## src/rtl/adx_pkg.sv

```systemverilog
// Package for the trend-strength filter: widths, codes, payload structs and
// the sequencer state type. No dependencies.
package adx_pkg;

  localparam int PRICE_BITS    = 32;
  localparam int FRAC_BITS     = 16;
  localparam int RANGE_BITS    = PRICE_BITS + FRAC_BITS;
  localparam int RATIO_BITS    = 24;
  localparam int IDX_BITS      = 24;
  localparam int WEIGHT_BITS   = FRAC_BITS + 1;
  localparam int PERIOD_BITS   = 10;
  localparam int THRESH_BITS   = 23;
  localparam int CFG_IDX_BITS  = 2;
  localparam int CFG_DATA_BITS = 23;
  localparam int QUO_BITS      = 24;
  localparam int MUL_BITS      = RANGE_BITS + WEIGHT_BITS + 3;

  localparam int DEFAULT_PERIOD = 14;
  localparam int PERCENT        = 100;
  localparam int RESET_THRESH   = 1638400;
  localparam int RESET_WEIGHT   = ((2 << FRAC_BITS) + (DEFAULT_PERIOD + 1) / 2)
                                  / (DEFAULT_PERIOD + 1);
  localparam logic [RATIO_BITS-1:0] RATIO_MAX = '1;

  localparam logic [CFG_IDX_BITS-1:0] REG_PERIOD = 2'd0;
  localparam logic [CFG_IDX_BITS-1:0] REG_THRESH = 2'd1;

  typedef enum logic [1:0] {
    SIG_HOLD = 2'd0,
    SIG_BUY  = 2'd1,
    SIG_SELL = 2'd2
  } signal_t;

  typedef struct packed {
    logic [PRICE_BITS-1:0] high_price;
    logic [PRICE_BITS-1:0] low_price;
    logic [PRICE_BITS-1:0] prev_close_price;
  } bar_t;

  typedef struct packed {
    signal_t                     trade_signal;
    logic signed [IDX_BITS-1:0]  directional_index;
    logic signed [IDX_BITS-1:0]  average_index;
    logic                        zero_range_flag;
  } result_t;

  // Bar as queued between front and back, true range already worked out
  typedef struct packed {
    logic [PRICE_BITS-1:0] high_price;
    logic [PRICE_BITS-1:0] low_price;
    logic [PRICE_BITS-1:0] range_ticks;
  } qbar_t;

  typedef struct packed {
    logic [WEIGHT_BITS-1:0] weight;
    logic [THRESH_BITS-1:0] threshold;
  } cfg_t;

  typedef enum logic [3:0] {
    B_IDLE,
    B_PREP,
    B_RMUL,
    B_RATIO_P,
    B_DIVP,
    B_RATIO_M,
    B_DIVM,
    B_RBLEND,
    B_PMUL,
    B_MMUL,
    B_SUM,
    B_DIVX,
    B_XBLEND,
    B_XMUL,
    B_EMIT
  } back_state_t;

endpackage

```

## src/rtl/adx_front.sv

```systemverilog
// Front end: takes bars, works out the true range, queues two entries.
// Uses adx_pkg.
module adx_front (
  input  logic                clk,
  input  logic                rst,
  input  logic                push,
  output logic                full,
  input  adx_pkg::bar_t       bar,
  output logic                q_valid,
  output adx_pkg::qbar_t      q_item,
  input  logic                q_pop
);

  logic [adx_pkg::PRICE_BITS-1:0] hl, hc, lc, tr;
  adx_pkg::qbar_t                 slots [2];
  logic                           wr_ptr, rd_ptr;
  logic [1:0]                     count;
  logic                           do_push;

  always_comb begin
    hl = (bar.high_price > bar.low_price) ? bar.high_price - bar.low_price : '0;
    hc = (bar.high_price > bar.prev_close_price) ?
         bar.high_price - bar.prev_close_price : bar.prev_close_price - bar.high_price;
    lc = (bar.low_price > bar.prev_close_price) ?
         bar.low_price - bar.prev_close_price : bar.prev_close_price - bar.low_price;
    tr = hl;
    if (hc > tr) begin
      tr = hc;
    end
    if (lc > tr) begin
      tr = lc;
    end
  end

  assign full    = (count == 2'd2);
  assign q_valid = (count != 2'd0);
  assign q_item  = slots[rd_ptr];
  assign do_push = push && !full;

  always_ff @(posedge clk) begin
    if (do_push) begin
      slots[wr_ptr] <= '{high_price: bar.high_price, low_price: bar.low_price,
                         range_ticks: tr};
    end
  end

  always_ff @(posedge clk) begin
    if (rst) begin
      wr_ptr <= 1'b0;
      rd_ptr <= 1'b0;
      count  <= 2'd0;
    end else begin
      if (do_push) begin
        wr_ptr <= !wr_ptr;
      end
      if (q_pop) begin
        rd_ptr <= !rd_ptr;
      end
      unique case ({do_push, q_pop})
        2'b10:   count <= count + 2'd1;
        2'b01:   count <= count - 2'd1;
        default: count <= count;
      endcase
    end
  end

endmodule

```

## src/rtl/adx_cfg.sv

```systemverilog
// Configuration registers; derives the smoothing weight 2/(n+1) in Q1.16
// with a bit-serial divider. Uses adx_pkg.
module adx_cfg (
  input  logic                                clk,
  input  logic                                rst,
  input  logic                                cfg_valid,
  output logic                                cfg_ready,
  input  logic [adx_pkg::CFG_IDX_BITS-1:0]    cfg_index,
  input  logic [adx_pkg::CFG_DATA_BITS-1:0]   cfg_data,
  output adx_pkg::cfg_t                       cfg
);

  localparam int DVD_BITS = adx_pkg::FRAC_BITS + 2;
  localparam int DEN_BITS = adx_pkg::PERIOD_BITS + 1;

  logic                   busy;
  logic [4:0]             cnt;
  logic [DVD_BITS-1:0]    dvd;
  logic [DVD_BITS-1:0]    quo;
  logic [DEN_BITS:0]      rem;
  logic [DEN_BITS-1:0]    den;
  logic [DEN_BITS-1:0]    den_in;
  logic [DEN_BITS:0]      trial;
  logic                   ge;
  logic [adx_pkg::PERIOD_BITS-1:0] n;
  logic                   wr;

  assign cfg_ready = !busy;
  assign wr        = cfg_valid && cfg_ready;
  assign n         = cfg_data[adx_pkg::PERIOD_BITS-1:0];
  assign den_in    = (n == '0) ? DEN_BITS'(adx_pkg::DEFAULT_PERIOD + 1)
                               : DEN_BITS'(n) + DEN_BITS'(1);
  assign trial     = {rem[DEN_BITS-1:0], dvd[DVD_BITS-1]};
  assign ge        = (trial >= {1'b0, den});

  always_ff @(posedge clk) begin
    if (rst) begin
      busy          <= 1'b0;
      cnt           <= '0;
      cfg.weight    <= adx_pkg::WEIGHT_BITS'(adx_pkg::RESET_WEIGHT);
      cfg.threshold <= adx_pkg::THRESH_BITS'(adx_pkg::RESET_THRESH);
    end else if (busy) begin
      rem <= ge ? trial - {1'b0, den} : trial;
      dvd <= dvd << 1;
      quo <= {quo[DVD_BITS-2:0], ge};
      cnt <= cnt + 5'd1;
      if (cnt == 5'(DVD_BITS - 1)) begin
        busy       <= 1'b0;
        cfg.weight <= adx_pkg::WEIGHT_BITS'({quo[DVD_BITS-2:0], ge});
      end
    end else if (wr) begin
      if (cfg_index == adx_pkg::REG_PERIOD) begin
        // numerator 2.0 in Q16 plus half the divisor, so the quotient rounds
        busy <= 1'b1;
        cnt  <= '0;
        den  <= den_in;
        rem  <= '0;
        quo  <= '0;
        dvd  <= DVD_BITS'(2 << adx_pkg::FRAC_BITS) + DVD_BITS'(den_in >> 1);
      end else if (cfg_index == adx_pkg::REG_THRESH) begin
        cfg.threshold <= cfg_data[adx_pkg::THRESH_BITS-1:0];
      end
    end
  end

endmodule

```

## src/rtl/adx_div.sv

```systemverilog
// Shared restoring divider, one quotient bit per cycle, 24 bits.
// Uses adx_pkg.
module adx_div (
  input  logic                              clk,
  input  logic                              rst,
  input  logic                              start,
  input  logic [adx_pkg::RANGE_BITS-1:0]    rem_init,
  input  logic [adx_pkg::QUO_BITS-1:0]      low_init,
  input  logic [adx_pkg::RANGE_BITS-1:0]    den,
  output logic                              done,
  output logic [adx_pkg::QUO_BITS-1:0]      quo
);

  logic                               busy;
  logic [4:0]                         cnt;
  logic [adx_pkg::RANGE_BITS-1:0]     rem;
  logic [adx_pkg::QUO_BITS-1:0]       low;
  logic [adx_pkg::RANGE_BITS-1:0]     den_r;
  logic [adx_pkg::RANGE_BITS:0]       trial;
  logic [adx_pkg::RANGE_BITS:0]       diff;
  logic                               ge;

  assign trial = {rem, low[adx_pkg::QUO_BITS-1]};
  assign ge    = (trial >= {1'b0, den_r});
  assign diff  = trial - {1'b0, den_r};

  always_ff @(posedge clk) begin
    if (rst) begin
      busy <= 1'b0;
      done <= 1'b0;
      cnt  <= '0;
    end else begin
      done <= 1'b0;
      if (start) begin
        busy  <= 1'b1;
        cnt   <= '0;
        rem   <= rem_init;
        low   <= low_init;
        den_r <= den;
      end else if (busy) begin
        rem <= ge ? diff[adx_pkg::RANGE_BITS-1:0] : trial[adx_pkg::RANGE_BITS-1:0];
        low <= low << 1;
        quo <= {quo[adx_pkg::QUO_BITS-2:0], ge};
        cnt <= cnt + 5'd1;
        if (cnt == 5'(adx_pkg::QUO_BITS - 1)) begin
          busy <= 1'b0;
          done <= 1'b1;
        end
      end
    end
  end

endmodule

```

## src/rtl/adx_back.sv

```systemverilog
// Back end: sequencer for one bar, shift-add smoothing multiplier, shared
// divider for ratios and index. Uses adx_pkg and adx_div.
module adx_back (
  input  logic                clk,
  input  logic                rst,
  input  adx_pkg::cfg_t       cfg,
  input  logic                q_valid,
  input  adx_pkg::qbar_t      q_item,
  output logic                q_pop,
  output logic                res_valid,
  input  logic                res_ready,
  output adx_pkg::result_t    res
);

  localparam int RB = adx_pkg::RANGE_BITS;
  localparam int MB = adx_pkg::MUL_BITS;
  localparam int QB = adx_pkg::RATIO_BITS;

  adx_pkg::back_state_t state, state_next;

  adx_pkg::qbar_t                   cur;
  logic [adx_pkg::PRICE_BITS-1:0]   last_high, last_low;
  logic [RB-1:0]                    range;
  logic [adx_pkg::PRICE_BITS-1:0]   up_r, down_r;
  logic [QB-1:0]                    tp, tm, plus_r, minus_r;
  logic signed [adx_pkg::IDX_BITS-1:0] sidx, dx;
  logic                             zero_r, neg_r;
  logic [1:0]                       bars_seen;
  logic                             seed;

  logic signed [MB-1:0]             mul_acc, mul_cand, mul_diff, mul_sh;
  logic [adx_pkg::WEIGHT_BITS-1:0]  mul_w;
  logic [4:0]                       mul_cnt;
  logic                             mul_done, mul_load;

  logic                             div_start, div_done;
  logic [RB-1:0]                    div_rem0, div_den;
  logic [adx_pkg::QUO_BITS-1:0]     div_low, div_quo;

  logic [RB-1:0]                    t_range, up_ext, down_ext;
  logic [QB:0]                      sum;
  logic [QB-1:0]                    adiff;
  logic [QB+6:0]                    pct;
  logic [RB-1:0]                    num;

  assign seed     = (bars_seen == 2'd1);
  assign t_range  = {cur.range_ticks, adx_pkg::FRAC_BITS'(0)};
  assign up_ext   = {8'd0, up_r, 8'd0};
  assign down_ext = {8'd0, down_r, 8'd0};
  assign sum      = {1'b0, plus_r} + {1'b0, minus_r};
  assign adiff    = (plus_r >= minus_r) ? plus_r - minus_r : minus_r - plus_r;
  assign pct      = (QB + 7)'(adiff) * (QB + 7)'(adx_pkg::PERCENT);
  // 100*diff in Q16 plus half the sum: the quotient rounds to nearest
  assign num      = {1'b0, pct, adx_pkg::FRAC_BITS'(0)} + RB'(sum >> 1);

  assign mul_done = (mul_cnt == 5'(adx_pkg::WEIGHT_BITS));
  assign mul_sh   = (mul_acc + MB'(1 << (adx_pkg::FRAC_BITS - 1))) >>> adx_pkg::FRAC_BITS;

  adx_div u_div (
    .clk      (clk),
    .rst      (rst),
    .start    (div_start),
    .rem_init (div_rem0),
    .low_init (div_low),
    .den      (div_den),
    .done     (div_done),
    .quo      (div_quo)
  );

  always_ff @(posedge clk) begin
    if (rst) begin
      state <= adx_pkg::B_IDLE;
    end else begin
      state <= state_next;
    end
  end

  always_comb begin
    state_next = state;
    q_pop      = 1'b0;
    mul_load   = 1'b0;
    mul_diff   = '0;
    div_start  = 1'b0;
    div_rem0   = '0;
    div_low    = '0;
    div_den    = range;
    res_valid  = 1'b0;
    unique case (state)
      adx_pkg::B_IDLE: begin
        if (q_valid) begin
          q_pop      = 1'b1;
          state_next = (bars_seen == 2'd0) ? adx_pkg::B_EMIT : adx_pkg::B_PREP;
        end
      end
      adx_pkg::B_PREP: begin
        if (seed) begin
          state_next = adx_pkg::B_RATIO_P;
        end else begin
          mul_load   = 1'b1;
          mul_diff   = $signed(MB'(t_range)) - $signed(MB'(range));
          state_next = adx_pkg::B_RMUL;
        end
      end
      adx_pkg::B_RMUL: begin
        if (mul_done) begin
          state_next = adx_pkg::B_RATIO_P;
        end
      end
      adx_pkg::B_RATIO_P: begin
        if (range == '0 || up_ext >= range) begin
          state_next = adx_pkg::B_RATIO_M;
        end else begin
          div_start  = 1'b1;
          div_rem0   = up_ext;
          state_next = adx_pkg::B_DIVP;
        end
      end
      adx_pkg::B_DIVP: begin
        if (div_done) begin
          state_next = adx_pkg::B_RATIO_M;
        end
      end
      adx_pkg::B_RATIO_M: begin
        if (range == '0 || down_ext >= range) begin
          state_next = adx_pkg::B_RBLEND;
        end else begin
          div_start  = 1'b1;
          div_rem0   = down_ext;
          state_next = adx_pkg::B_DIVM;
        end
      end
      adx_pkg::B_DIVM: begin
        if (div_done) begin
          state_next = adx_pkg::B_RBLEND;
        end
      end
      adx_pkg::B_RBLEND: begin
        if (seed) begin
          state_next = adx_pkg::B_SUM;
        end else begin
          mul_load   = 1'b1;
          mul_diff   = $signed(MB'(tp)) - $signed(MB'(plus_r));
          state_next = adx_pkg::B_PMUL;
        end
      end
      adx_pkg::B_PMUL: begin
        if (mul_done) begin
          mul_load   = 1'b1;
          mul_diff   = $signed(MB'(tm)) - $signed(MB'(minus_r));
          state_next = adx_pkg::B_MMUL;
        end
      end
      adx_pkg::B_MMUL: begin
        if (mul_done) begin
          state_next = adx_pkg::B_SUM;
        end
      end
      adx_pkg::B_SUM: begin
        if (sum == '0) begin
          state_next = adx_pkg::B_XBLEND;
        end else begin
          div_start  = 1'b1;
          div_rem0   = RB'(num[RB-1:adx_pkg::QUO_BITS]);
          div_low    = num[adx_pkg::QUO_BITS-1:0];
          div_den    = RB'(sum);
          state_next = adx_pkg::B_DIVX;
        end
      end
      adx_pkg::B_DIVX: begin
        if (div_done) begin
          state_next = adx_pkg::B_XBLEND;
        end
      end
      adx_pkg::B_XBLEND: begin
        if (seed) begin
          state_next = adx_pkg::B_EMIT;
        end else begin
          mul_load   = 1'b1;
          mul_diff   = MB'(dx) - MB'(sidx);
          state_next = adx_pkg::B_XMUL;
        end
      end
      adx_pkg::B_XMUL: begin
        if (mul_done) begin
          state_next = adx_pkg::B_EMIT;
        end
      end
      adx_pkg::B_EMIT: begin
        res_valid = 1'b1;
        if (res_ready) begin
          state_next = adx_pkg::B_IDLE;
        end
      end
      default: state_next = adx_pkg::B_IDLE;
    endcase
  end

  // Smoothing: new = old + round(((now - old) * w) / 2^16), one weight bit a cycle
  always_ff @(posedge clk) begin
    if (rst) begin
      mul_cnt <= 5'(adx_pkg::WEIGHT_BITS);
    end else if (mul_load) begin
      mul_acc  <= '0;
      mul_cand <= mul_diff;
      mul_w    <= cfg.weight;
      mul_cnt  <= '0;
    end else if (!mul_done) begin
      if (mul_w[0]) begin
        mul_acc <= mul_acc + mul_cand;
      end
      mul_cand <= mul_cand <<< 1;
      mul_w    <= mul_w >> 1;
      mul_cnt  <= mul_cnt + 5'd1;
    end
  end

  always_ff @(posedge clk) begin
    if (rst) begin
      last_high <= '0;
      last_low  <= '0;
      range     <= '0;
      plus_r    <= '0;
      minus_r   <= '0;
      sidx      <= '0;
      bars_seen <= 2'd0;
      dx        <= '0;
      zero_r    <= 1'b0;
    end else begin
      unique case (state)
        adx_pkg::B_IDLE: begin
          if (q_pop) begin
            cur    <= q_item;
            dx     <= '0;
            zero_r <= 1'b0;
          end
        end
        adx_pkg::B_PREP: begin
          up_r   <= (cur.high_price > last_high) ? cur.high_price - last_high : '0;
          down_r <= (last_low > cur.low_price) ? last_low - cur.low_price : '0;
          if (seed) begin
            range <= t_range;
          end
        end
        adx_pkg::B_RMUL: begin
          if (mul_done) begin
            range <= range + mul_sh[RB-1:0];
          end
        end
        adx_pkg::B_RATIO_P: begin
          zero_r <= (range == '0);
          if (range == '0) begin
            tp <= '0;
          end else if (up_ext >= range) begin
            tp <= adx_pkg::RATIO_MAX;
          end
        end
        adx_pkg::B_DIVP: begin
          if (div_done) begin
            tp <= div_quo;
          end
        end
        adx_pkg::B_RATIO_M: begin
          if (range == '0) begin
            tm <= '0;
          end else if (down_ext >= range) begin
            tm <= adx_pkg::RATIO_MAX;
          end
        end
        adx_pkg::B_DIVM: begin
          if (div_done) begin
            tm <= div_quo;
          end
        end
        adx_pkg::B_RBLEND: begin
          if (seed) begin
            plus_r  <= tp;
            minus_r <= tm;
          end
        end
        adx_pkg::B_PMUL: begin
          if (mul_done) begin
            plus_r <= plus_r + mul_sh[QB-1:0];
          end
        end
        adx_pkg::B_MMUL: begin
          if (mul_done) begin
            minus_r <= minus_r + mul_sh[QB-1:0];
          end
        end
        adx_pkg::B_SUM: begin
          neg_r <= (plus_r < minus_r);
          if (sum == '0) begin
            dx <= '0;
          end
        end
        adx_pkg::B_DIVX: begin
          if (div_done) begin
            dx <= neg_r ? -$signed(div_quo) : $signed(div_quo);
          end
        end
        adx_pkg::B_XBLEND: begin
          if (seed) begin
            sidx <= dx;
          end
        end
        adx_pkg::B_XMUL: begin
          if (mul_done) begin
            sidx <= sidx + $signed(mul_sh[adx_pkg::IDX_BITS-1:0]);
          end
        end
        adx_pkg::B_EMIT: begin
          if (res_ready) begin
            last_high <= cur.high_price;
            last_low  <= cur.low_price;
            bars_seen <= (bars_seen == 2'd0) ? 2'd1 : 2'd2;
          end
        end
        default: ;
      endcase
    end
  end

  always_comb begin
    res.directional_index = dx;
    res.average_index     = sidx;
    res.zero_range_flag   = zero_r;
    if (dx == '0) begin
      res.trade_signal = adx_pkg::SIG_HOLD;
    end else if (sidx > $signed({1'b0, cfg.threshold})) begin
      res.trade_signal = adx_pkg::SIG_BUY;
    end else begin
      res.trade_signal = adx_pkg::SIG_SELL;
    end
  end

endmodule

```

## src/rtl/adx_trend_strength_filter.sv

```systemverilog
// Top level of the ADX trend-strength filter: front queue, configuration,
// back sequencer and output register. Uses adx_pkg and all adx_ modules.
//
// Usage:
//  - Bars go in on push/full/bar: a transfer happens on a rising edge with
//    push high and full low. Two bars can wait in the front queue.
//  - Results come out on empty/pop/result: the oldest result sits on result
//    while empty is low and leaves on an edge with pop high.
//  - Configuration: cfg_valid/cfg_ready with cfg_index and cfg_data. Index 0
//    sets the period (the weight is then derived while cfg_ready is low),
//    index 1 the buy threshold; other indexes are dropped.
//  - Timing: the first bar after reset only primes the history and yields a
//    hold result with zero indexes. The second bar seeds the averages without
//    the bit-serial smoothing multiplier; later bars use it four times. Both
//    use the shared 24-step divider up to three times; a division is skipped
//    for a zero range, a saturated ratio or a zero sum. One bar at a time.
//  - Reset clears all history, the queue and the output register, and
//    restores period 14 and the default threshold.
//  - If the receiver stalls, one result waits in the output register, the
//    back end holds the next one, and the front queue keeps taking bars
//    until its two slots fill, then full rises.
module adx_trend_strength_filter (
  input  logic                                clk,
  input  logic                                rst,
  input  logic                                push,
  output logic                                full,
  input  adx_pkg::bar_t                       bar,
  output logic                                empty,
  input  logic                                pop,
  output adx_pkg::result_t                    result,
  input  logic                                cfg_valid,
  output logic                                cfg_ready,
  input  logic [adx_pkg::CFG_IDX_BITS-1:0]    cfg_index,
  input  logic [adx_pkg::CFG_DATA_BITS-1:0]   cfg_data
);

  logic               q_valid, q_pop;
  adx_pkg::qbar_t     q_item;
  adx_pkg::cfg_t      cfg;
  logic               res_valid, res_ready;
  adx_pkg::result_t   res;
  logic               out_full;

  adx_front u_front (
    .clk     (clk),
    .rst     (rst),
    .push    (push),
    .full    (full),
    .bar     (bar),
    .q_valid (q_valid),
    .q_item  (q_item),
    .q_pop   (q_pop)
  );

  adx_cfg u_cfg (
    .clk       (clk),
    .rst       (rst),
    .cfg_valid (cfg_valid),
    .cfg_ready (cfg_ready),
    .cfg_index (cfg_index),
    .cfg_data  (cfg_data),
    .cfg       (cfg)
  );

  adx_back u_back (
    .clk       (clk),
    .rst       (rst),
    .cfg       (cfg),
    .q_valid   (q_valid),
    .q_item    (q_item),
    .q_pop     (q_pop),
    .res_valid (res_valid),
    .res_ready (res_ready),
    .res       (res)
  );

  // single output register; refilled in the same cycle it is popped
  assign res_ready = !out_full || pop;
  assign empty     = !out_full;

  always_ff @(posedge clk) begin
    if (res_valid && res_ready) begin
      result <= res;
    end
  end

  always_ff @(posedge clk) begin
    if (rst) begin
      out_full <= 1'b0;
    end else if (res_valid && res_ready) begin
      out_full <= 1'b1;
    end else if (pop) begin
      out_full <= 1'b0;
    end
  end

endmodule
```

## config.mk

```make
export PLATFORM = sky130hd
export DESIGN_NAME = adx_trend_strength_filter
export DESIGN_NICKNAME = d
export VERILOG_FILES = /design/src/rtl/adx_pkg.sv /design/src/rtl/adx_front.sv /design/src/rtl/adx_cfg.sv /design/src/rtl/adx_div.sv /design/src/rtl/adx_back.sv /design/src/rtl/adx_trend_strength_filter.sv
export SDC_FILE = /design/constraint.sdc
export NUM_CORES = 2
export LEC_CHECK = 0
export BUFFER_PORTS_ARGS = -buffer_cell sky130_fd_sc_hd__buf_2
export CORE_ASPECT_RATIO = 0.9
export CORE_MARGIN = 4
export CORE_UTILIZATION = 40
export DETAILED_ROUTE_END_ITERATION = 10
export GPL_ROUTABILITY_DRIVEN = 0
export SLEW_MARGIN = 10
export SYNTH_ARGS = -nofsm -noshare
export SYNTH_HDL_FRONTEND = slang
export SYNTH_HIERARCHICAL = 1
export SYNTH_SLANG_ARGS = --single-unit
```

## constraint.sdc

```tcl
create_clock -name clk -period 12.64 [get_ports clk]
set_clock_uncertainty 0.15 [all_clocks]
set_input_delay 2.528 -clock clk [delete_from_list [all_inputs] [get_ports clk]]
set_output_delay 2.528 -clock clk [all_outputs]
set_load 0.01 [all_outputs]
```

==> qor.yml <==
status: "finished, final reports clean"
ys_seq_area_share_pct: 34.9
finalSetupViolations: 0
maxCapViolations: 0
cts_buffer_depth: 3
cts.sinks: 1076
syn_inst: 9406
grt_overflow_total: 0
io_buffer_count: 179
dr.pass1.iters: 9
ff2ff_path_depth: 29
cp_slowest_cell: "a2111oi_1"
holdPathStages: 2
slew_viol_final: 0
criticalPathCategory: "in -> reg"
synth.distinct_cells: 124
layout_common_cells: "a21oi_1 (908), nand2_1 (904), ha_1 (879), edfxtp_1 (797), nor2_1 (721)"
fillers: 20400
rsz0062_at_grt: "false"
clk_latency_ps: 800
synth_edf_count: 797
place_area_sq_um: 88200
ys_ff_latch: 1076
netlist.area_leader.share_pct: 28.3
grt_max_degree: 154
wirelength_mm: 279
busiest_layer: "met2"
crit_path_end_kind: "register"
ys_warn_count: 6
io_pins: 180
dieArea_sq_um: 219000
hold_viol: 0
die_x_um: 492
ys_dominant_reg_cell: "edfxtp_1"
whs_ps: 303
coreArea_sq_um: 209000
antenna_left: 0
wl_per_cell_um: 22.6
die_h_um: 444
hold_buffers: 0
avgViaCountPerCell: 5.96
start_util_pct: 40.4
synth_top_cell_by_area: "edfxtp_1"
dpl_worst_slack_ps: 1260
syn_avg_cell_area_sq_um: 8.98
synthArstFlopShare_pct: 0
cpLargestDelayFamily: "compound AO/OA/AOI/OAI gates"
layout_min_cycle_time_ps: 10740
grt_first_pass_wirelength_mm: 418
grtUsageMet2_pct: 36.8
hpwl_mm: 217
cts_setup_buffers: 0
path_max_fanout: 37
rows: 159
root_buffer: "clkbuf_16"
worst_slack_ps: 1900
grt_antenna_before_repair: 31
finalCritPeriodShare_pct: 85.0
numCtsBuffers: 130
cp.required_ps: 13020
path_depth: 32
htreeDepth: 4
worst-path-buf-inv: 4
fin_area_sq_um: 92900
fmax_ghz: 0.0931
final_common_cell: "a21oi_1"
syn_to_final_growth_pct: 9.89
slew_headroom_pct: 7.15
num-nets-final: 10400
tns_ps: 0
min_path_type: "reg -> reg"
drive_gt1_share_pct: 8.20
grt_use_met1_pct: 34.5
cts_tree: "built"
critPathArrivalTime_ps: 11130
tightest_slew_ps: 1380
clk_pin_slew_worst_paths_ps: 60
cts_resized: 0
yosys-top-cells-area: "edfxtp_1 (28%), ha_1 (13%), dfxtp_1 (6.6%)"
drt_iter0_drc: 8182
grt_pass1_vias: 69000
syn_area_sq_um: 84500
use_met3_pct: 4.98
drc: 0
vias: 73500
max_stage_delay_ps: 830
cp-start-kind: "input pin"
grt_use_total_pct: 24.4
[cell type report]
class,instances,area (sq um),share of cell area [%]
well taps,2817,3520,3.80
inverters,664,2490,2.68
repair buffers,273,1620,1.75
clock buffers,155,3500,3.77
multi-input cells,7260,51000,54.9
diodes,8,20.0,0.0216
clock inverters,84,1190,1.28
flip-flops and latches,1076,29500,31.8
[sequential cells by signal, summed over array words and instances (netlist names), 32 cells and up, named ones only]
signal and flops:
u_cfg/cfg 40, u_back/cur 96, u_back/u_div/den_r 48, u_front/slots 192, u_back/last_high 32, u_back/mul_acc 64
u_back/last_low 32, u_back/up_r 32, u_back/down_r 32, u_back/mul_cand 64, u_back/range 48, result 51
u_back/u_div/rem 48
[layer usage]
| metal | routed length (um) | part of all wire, % |
|---|---|---|
| met5 | 163 | 0.059 |
| met4 | 10800 | 3.9 |
| met3 | 24400 | 8.8 |
| met2 | 119000 | 43 |
| met1 | 124000 | 45 |
[cells in the mapped netlist, drive strengths merged (26+ instances only)]
library cell,n
inv,661
a22oi,43
nand3,194
mux2i,143
a2111oi,29
nor2b,76
a31oi,102
dfxtp,279
nor3,134
nand2,909
clkbuf,325
a211o,26
or3,39
a21o,352
or2,39
a311oi,34
nor4,65
mux2,142
o211ai,47
o22ai,31
nand4,146
o31a,68
o31ai,54
nand2b,80
a21oi,918
fa,39
edfxtp,797
ha,879
o21a,101
o21bai,101
xor2,217
and3,80
buf,88
a211oi,118
a221oi,45
o21ai,429
nor2,735
xnor2,390
a21boi,32
and2,85
[path summary, 6_finish.rpt]
kind                                                          end                         startpoint  slack (ps)
worst max-delay path               u_front/slots[1][17]$_DFFE_PP_                            bar[64]        1900
worst min register to register  u_back/last_high[11]$_SDFFE_PP0P_  u_back/last_high[11]$_SDFFE_PP0P_         300
worst max register to register     u_back/u_div/rem[22]$_DFFE_PP_     u_back/plus_r[18]$_SDFFE_PP0P_        2730
worst min-delay path            u_back/last_high[11]$_SDFFE_PP0P_  u_back/last_high[11]$_SDFFE_PP0P_         300
[tightest hold or removal path, delay by kind of cell, from the launching register on]
family | cells | cell delay (ps)
flops | 1 | 310
compound gates | 1 | 50
simple gates | 1 | 50
[cell families (layout without fill, tap and decap cells)]
kind of cell / after synthesis / after routing / synth area share, %
compound gates: 2751 / 2751 / 21.3
fa+ha+maj: 918 / 918 / 13.9
xor+xnor: 607 / 607 / 6.29
buf+inv: 1077 / 1176 / 5.01
flops: 1076 / 1076 / 34.9
simple gates: 2691 / 2691 / 15.0
other cells: 1 / 16 / 0.00444
mux: 285 / 285 / 3.59
[metrics by stage]
step	utilization, %	instances
floorplan	-	9413
global placement	42.1	12100
detailed placement	42.1	12100
CTS	44.4	12300
global route	44.4	12300
finish	44.4	12300
Power is left out: the tool's default activity adds up to more than one toggle a clock period on the data nets, which glitch-free logic cannot reach.
